**src/rtl/core/vertical_tile_scroll_refresher_core_macros.svh**
```systemverilog
// Assertion macros shared by the vertical tile scroll refresher RTL.
// Each macro expects clk and rst_n in the scope where it is used.
`ifndef VERTICAL_TILE_SCROLL_REFRESHER_CORE_MACROS_SVH
`define VERTICAL_TILE_SCROLL_REFRESHER_CORE_MACROS_SVH

// Same-cycle implication, checked outside reset.
`define VTSR_ASSERT_IMPLY(label, ante, cons, msg) \
    label: assert property (@(posedge clk) disable iff (!rst_n) (ante) |-> (cons)) \
        else $error(msg);

// Next-cycle implication, checked outside reset.
`define VTSR_ASSERT_NEXT(label, ante, cons, msg) \
    label: assert property (@(posedge clk) disable iff (!rst_n) (ante) |=> (cons)) \
        else $error(msg);

`endif

```
**src/rtl/core/vtsr_pkg.sv**
```systemverilog
// Package for the vertical tile scroll refresher: geometry constants, codes,
// and the command and status structs between controller and datapath. No dependencies.
`default_nettype none

package vtsr_pkg;

    localparam int MAP_DEPTH     = 4096;
    localparam int BUFFER_ROWS   = 288;
    localparam int TILE_SIZE     = 16;
    localparam int PLANES        = 4;
    localparam int VISIBLE_ROWS  = 256;
    localparam int TILES_PER_ROW = 20;

    localparam int SHEET_WIDTH         = 320;
    localparam int SHEET_BYTES_PER_ROW = SHEET_WIDTH / 8;
    localparam int SHEET_TILES_PER_ROW = SHEET_WIDTH / TILE_SIZE;
    localparam int RING_BYTES_PER_ROW  = TILES_PER_ROW * TILE_SIZE / 8;
    localparam int RING_TILE_ROWS      = BUFFER_ROWS / TILE_SIZE;

    localparam int SPLIT_RAW = 2 * TILE_SIZE - TILES_PER_ROW;
    localparam int SPLIT     = (SPLIT_RAW < 0) ? 0 :
                               ((SPLIT_RAW > TILE_SIZE) ? TILE_SIZE : SPLIT_RAW);

    localparam int TILE_SHIFT = $clog2(TILE_SIZE);
    localparam int MAP_AW     = $clog2(MAP_DEPTH);
    localparam int POS_W      = 16;
    localparam int BROW_W     = $clog2(BUFFER_ROWS);
    localparam int ROW_W      = $clog2(RING_TILE_ROWS + (1 << (POS_W - TILE_SHIFT)));
    localparam int COL_W      = $clog2(2 * TILE_SIZE);
    localparam int STEP_W     = TILE_SHIFT;
    localparam int LIM_W      = 20;
    localparam int LINE_W     = $clog2(BUFFER_ROWS + 256);

    localparam int CFG_W   = 13;
    localparam int CMD_W   = 2;
    localparam int ADDR_W  = 12;
    localparam int TILE_W  = 8;
    localparam int KIND_W  = 2;
    localparam int OFS_W   = 16;

    localparam int RECIP_SHIFT = 16;
    localparam int SHEET_RECIP = (1 << RECIP_SHIFT) / SHEET_TILES_PER_ROW;

    localparam int SRC_ROW_BYTES = TILE_SIZE * PLANES * SHEET_BYTES_PER_ROW;
    localparam int DST_ROW_BYTES = TILE_SIZE * PLANES * RING_BYTES_PER_ROW;
    localparam int TOP_LINE_BYTES = RING_BYTES_PER_ROW * PLANES;

    localparam logic [OFS_W-1:0] XBYTE_MASK    = 16'hFFFE;
    localparam logic [OFS_W-1:0] WAIT_PLAIN    = 16'h0001;
    localparam logic [OFS_W-1:0] WAIT_PAST_END = 16'hFFDF;
    localparam logic [7:0]       WAIT_LOW_TAIL = 8'h01;
    localparam int               LINE_WRAP     = 256;

    localparam logic [CMD_W-1:0] CMD_WRITE = 2'd0;
    localparam logic [CMD_W-1:0] CMD_UP    = 2'd1;
    localparam logic [CMD_W-1:0] CMD_DOWN  = 2'd2;
    localparam logic [CMD_W-1:0] CMD_FRAME = 2'd3;

    localparam logic [KIND_W-1:0] KIND_ACK     = 2'd0;
    localparam logic [KIND_W-1:0] KIND_BLIT    = 2'd1;
    localparam logic [KIND_W-1:0] KIND_DISPLAY = 2'd2;

    localparam logic [1:0] CFG_MAP_WIDTH    = 2'd0;
    localparam logic [1:0] CFG_MAP_HEIGHT   = 2'd1;
    localparam logic [1:0] CFG_WINDOW_START = 2'd2;

    typedef struct packed {
        logic accept;
        logic index_en;
        logic read_en;
        logic scale_en;
        logic emit_en;
    } ctrl_cmd_t;

    typedef struct packed {
        logic blit;
        logic second;
        logic out_free;
    } dp_status_t;

endpackage

`default_nettype wire

```
**src/rtl/core/vtsr_ctrl.sv**
```systemverilog
// Controller state machine of the vertical tile scroll refresher.
// Depends on vtsr_pkg for the command and status structs.
`default_nettype none

module vtsr_ctrl (
    input  wire logic                clk,
    input  wire logic                rst_n,
    input  wire logic                in_valid,
    output logic                     in_ready,
    input  wire vtsr_pkg::dp_status_t st,
    output vtsr_pkg::ctrl_cmd_t      cmd
);

    typedef enum logic [4:0] {
        S_IDLE  = 5'b00001,
        S_INDEX = 5'b00010,
        S_READ  = 5'b00100,
        S_SCALE = 5'b01000,
        S_EMIT  = 5'b10000
    } state_t;

    state_t state_reg;
    state_t state_next;

    always_ff @(posedge clk or negedge rst_n)
    begin
        if (!rst_n)
        begin
            state_reg <= S_IDLE;
        end
        else
        begin
            state_reg <= state_next;
        end
    end

    always_comb
    begin
        state_next   = state_reg;
        cmd          = '0;
        in_ready     = 1'b0;
        case (state_reg)
            S_IDLE:
            begin
                in_ready = 1'b1;
                if (in_valid)
                begin
                    cmd.accept = 1'b1;
                    state_next = st.blit ? S_INDEX : S_EMIT;
                end
            end
            S_INDEX:
            begin
                cmd.index_en = 1'b1;
                state_next   = S_READ;
            end
            S_READ:
            begin
                cmd.read_en = 1'b1;
                state_next  = S_SCALE;
            end
            S_SCALE:
            begin
                cmd.scale_en = 1'b1;
                state_next   = S_EMIT;
            end
            S_EMIT:
            begin
                if (st.out_free)
                begin
                    cmd.emit_en = 1'b1;
                    state_next  = st.second ? S_READ : S_IDLE;
                end
            end
            default:
            begin
                state_next = S_IDLE;
            end
        endcase
    end

endmodule

`default_nettype wire

```
**config.mk**
```make
export PLATFORM = sky130hd
export DESIGN_NAME = vtsr_ctrl
export DESIGN_NICKNAME = d
export VERILOG_FILES = /design/src/rtl/core/vertical_tile_scroll_refresher_core_macros.svh /design/src/rtl/core/vtsr_pkg.sv /design/src/rtl/core/vtsr_ctrl.sv
export SDC_FILE = /design/constraint.sdc
export NUM_CORES = 1
export LEC_CHECK = 0
export BUFFER_PORTS_ARGS = -buffer_cell sky130_fd_sc_hd__buf_2
export CAP_MARGIN = 5
export CORE_AREA = 2 2 39 41
export DETAILED_ROUTE_END_ITERATION = 12
export DIE_AREA = 0 0 41 43
export REMOVE_ABC_BUFFERS = 1
export SYNTH_ARGS = -nofsm -noshare
export SYNTH_HDL_FRONTEND = slang
export SYNTH_SLANG_ARGS = --single-unit
```
**constraint.sdc**
```tcl
create_clock -name clk -period 3.8 [get_ports clk]
set_clock_uncertainty 0.2 [all_clocks]
set_input_delay 0.76 -clock clk [delete_from_list [all_inputs] [get_ports clk]]
set_output_delay 0.76 -clock clk [all_outputs]
set_load 0.01 [all_outputs]
```
==> run_results.csv <==
group,metric,value,unit
worst_setup_path,path_buf_inv,2,
drt,viasPerCell,4.79,
pwr,p_per_area,725,mW/mm2
floorplanning,pin_count,12,
sta,tightest_slew,367,ps
synth,synth.distinct_cells,26,
worst_setup_path,cpPeakStageDelay,470,ps
cts,clock_latency,240,ps
drt,wl_met1,325,um
drt,wl_met2,338,um
worst_setup_path,worstSetupPathType,"register to output pin",
drt,drc_errors,0,
floorplanning,die_area,0.00176,mm2
place,placed_cells,64,
drt,route.vias.total,326,
synth,yosys_warnings,0,
global_route,grt_overflow,0,
layout,final-seq-area,126,um2
cts,cts_tree,"done",
pwr,seq_power_share,32.9,%
pwr,intPower,0.198,mW
sta,fin_tns_setup,0,ps
worst_hold_path,hp-class,"input port to asynchronous set/reset pin",
worst_setup_path,path_max_fanout,10,
pwr,swShare,39.5,%
cts,ctsHoldBuffers,0,
sta,finalCriticalPeriod,2670,ps
layout,multiInputGateArea,209,um2
worst_setup_path,r2r_cells,3,
pwr,p_clk_share,18.3,%
drt,drtPass1Iterations,2,
worst_setup_path,arrival,1710,ps
synth,yosysTopAreaCellShare,27.7,%
cts,cts.sinks,5,
status,status,"completed",
worst_setup_path,slowest_stage,"dfrtp_1",
pwr,p_switching,0.129,mW
synth,synth_area,362,um2
sta,fmax,0.374,GHz
worst_setup_path,crit_chain,"or3_4 -> or3b_4 -> inv_1 -> buf_2",
drt,wire_per_inst,10.2,um
layout,mostFrequentLayoutCells,"buf_2 (11), inv_1 (4), nor3_1 (4), dfrtp_1 (4)",
sta,relSlewSlack,75.5,%
drt,met3_wirelength,26,um
sta,setup_violations,0,
synth,synth_cells,38,
global_route,grt_pass1_wl,1.19,mm
job,drv_cap,0,
worst_setup_path,cp_num_cells,4,
layout,fillerInstances,160,
sta,grt_setup_unrepaired,"no",
worst_setup_path,crit_family,"simple AND/OR/NAND/NOR gates",
pwr,p_comb_share,48.8,%
worst_setup_path,setup.worst_path.end_class,"output pin",
place,port_buffers,11,
global_route,antenna_found_initial,0,
layout,layout_commonest_cell,"buf_2",
pwr,max-vdd-ir-drop,254,uV
cts,ctsRootBufferMaster,"clkbuf_4",
place,place.gp.congestion,0.667,
worst_setup_path,worstSetupStartpointType,"register",
global_route,first_global_vias,304,
synth,synth_seq_cells,5,
floorplanning,die_height,43,um
layout,final_util,32.6,%
worst_setup_path,critPathRequiredTime,2840,ps
drt,topRoutingLayerUsed,"met3",
global_route,grt_use_total,10.1,%
sta,slew_violations,0,
cts,htree_levels,1,
global_route,grt_max_degree,11,
cts,max-clock-path-buffers,2,
layout,drive_gt1_share,42.3,%
cts,post_cts_buffers,0,
layout,syn_to_final_growth,24.9,%
floorplanning,start_util,26.1,%
layout,largest_reg_flops,5,
drt,drt_iter0_markers,1,
cts,clkTransAtPathRegs,40,ps
drt,routed_wl,691,um
floorplanning,die_x,41,um
place,dpl.hpwl,562,um
synth,synthTopCellsByArea,"dfrtp_1 (28%), dfstp_2 (7.3%), nor3_1 (5.5%), inv_1 (4.2%), nor4b_2 (4.2%)",
floorplanning,fp-row-count,14,
floorplanning,core,0.00138,mm2
synth,synth-seq-area-share,34.9,%
synth,synth_top_area_cell,"dfrtp_1",
sta,hold_violations,0,
layout,num_antenna_cells,0,
sta,timing.final.crit_share,70.3,%
cts,cts_made_buffers,3,
layout,nNetsFinal,59,
cts,ctsResizeCount,0,
layout,fin_cells,68,
pwr,p_leak,0.213,nW
synth,avgSynthCellArea,9.52,um2
drt,ant_nets,0,
[synthesized netlist by cell type]
cell	instances
nor2_1	3
a41oi_1	1
or2_2	1
and2_1	1
o32ai_1	1
and3_1	1
nand4_1	2
o21bai_1	1
nor4b_2	1
o221ai_1	1
nor4_1	1
buf_6	1
dfstp_2	1
a211oi_2	1
nor3_1	4
or3_1	1
o32a_1	1
nand2_1	1
xnor2_1	1
and4_2	1
nand2b_1	1
or3b_4	1
or4_4	1
or3_4	1
inv_1	4
dfrtp_1	4
[area by class of cell]
type | count | share of cell area, %
Clock buffer | 4 | 5.82
Inverter | 4 | 3.32
Multi-Input combinational cell | 28 | 46.3
Sequential cell | 5 | 28.0
Tap cell | 16 | 4.43
Timing Repair Buffer | 11 | 12.2
[cell families (layout without fill, tap and decap cells)]
kind of cell	Yosys count	after routing	share of synthesized area, %
simple gates	21	21	39.8
compound gates	6	6	15.6
flops	5	5	35.0
buf+inv	5	19	7.26
xor+xnor	1	1	2.42
[through the flow]
stage          instance area [um2]  power (mW)  setup WS (ps)  hold slack, ps
3_5_place_dp                   425       0.269           1380             378
5_1_grt                        452       0.358           1040             117
3_3_place_gp                   425       0.269           1390             376
2_1_floorplan                  350       0.227           1420             264
6_report                       452       0.327           1130             127
4_1_cts                        452       0.333           1110             118
[power groups by stage]
stage / combinational [mW] / sequential (mW) / clock (mW)
CTS: 0.162 / 0.107 / 0.0640
floorplan: 0.127 / 0.0998 / 0
global placement: 0.161 / 0.108 / 0
finish: 0.160 / 0.108 / 0.0599
detailed placement: 0.161 / 0.108 / 0
global route: 0.175 / 0.114 / 0.0686
[layer usage]
layer  up-vias  track usage, %
met5         -               0
met3         0            4.71
met2         4            14.1
met4         0            4.00
li1        173               -
met1       149            13.2
[final timing paths]
check	slack, ps	from	end
worst min register to register	440	state_reg[4]	state_reg[3]
worst min-delay path	130	rst_n	state_reg[3]
min in group clk	440	state_reg[4]	state_reg[3]
max in group asynchronous	3060	rst_n	state_reg[0]
worst max-delay path	1130	state_reg[4]	cmd[3]
worst max register to register	2000	state_reg[4]	state_reg[2]
Power figures use the tool's default switching activity.
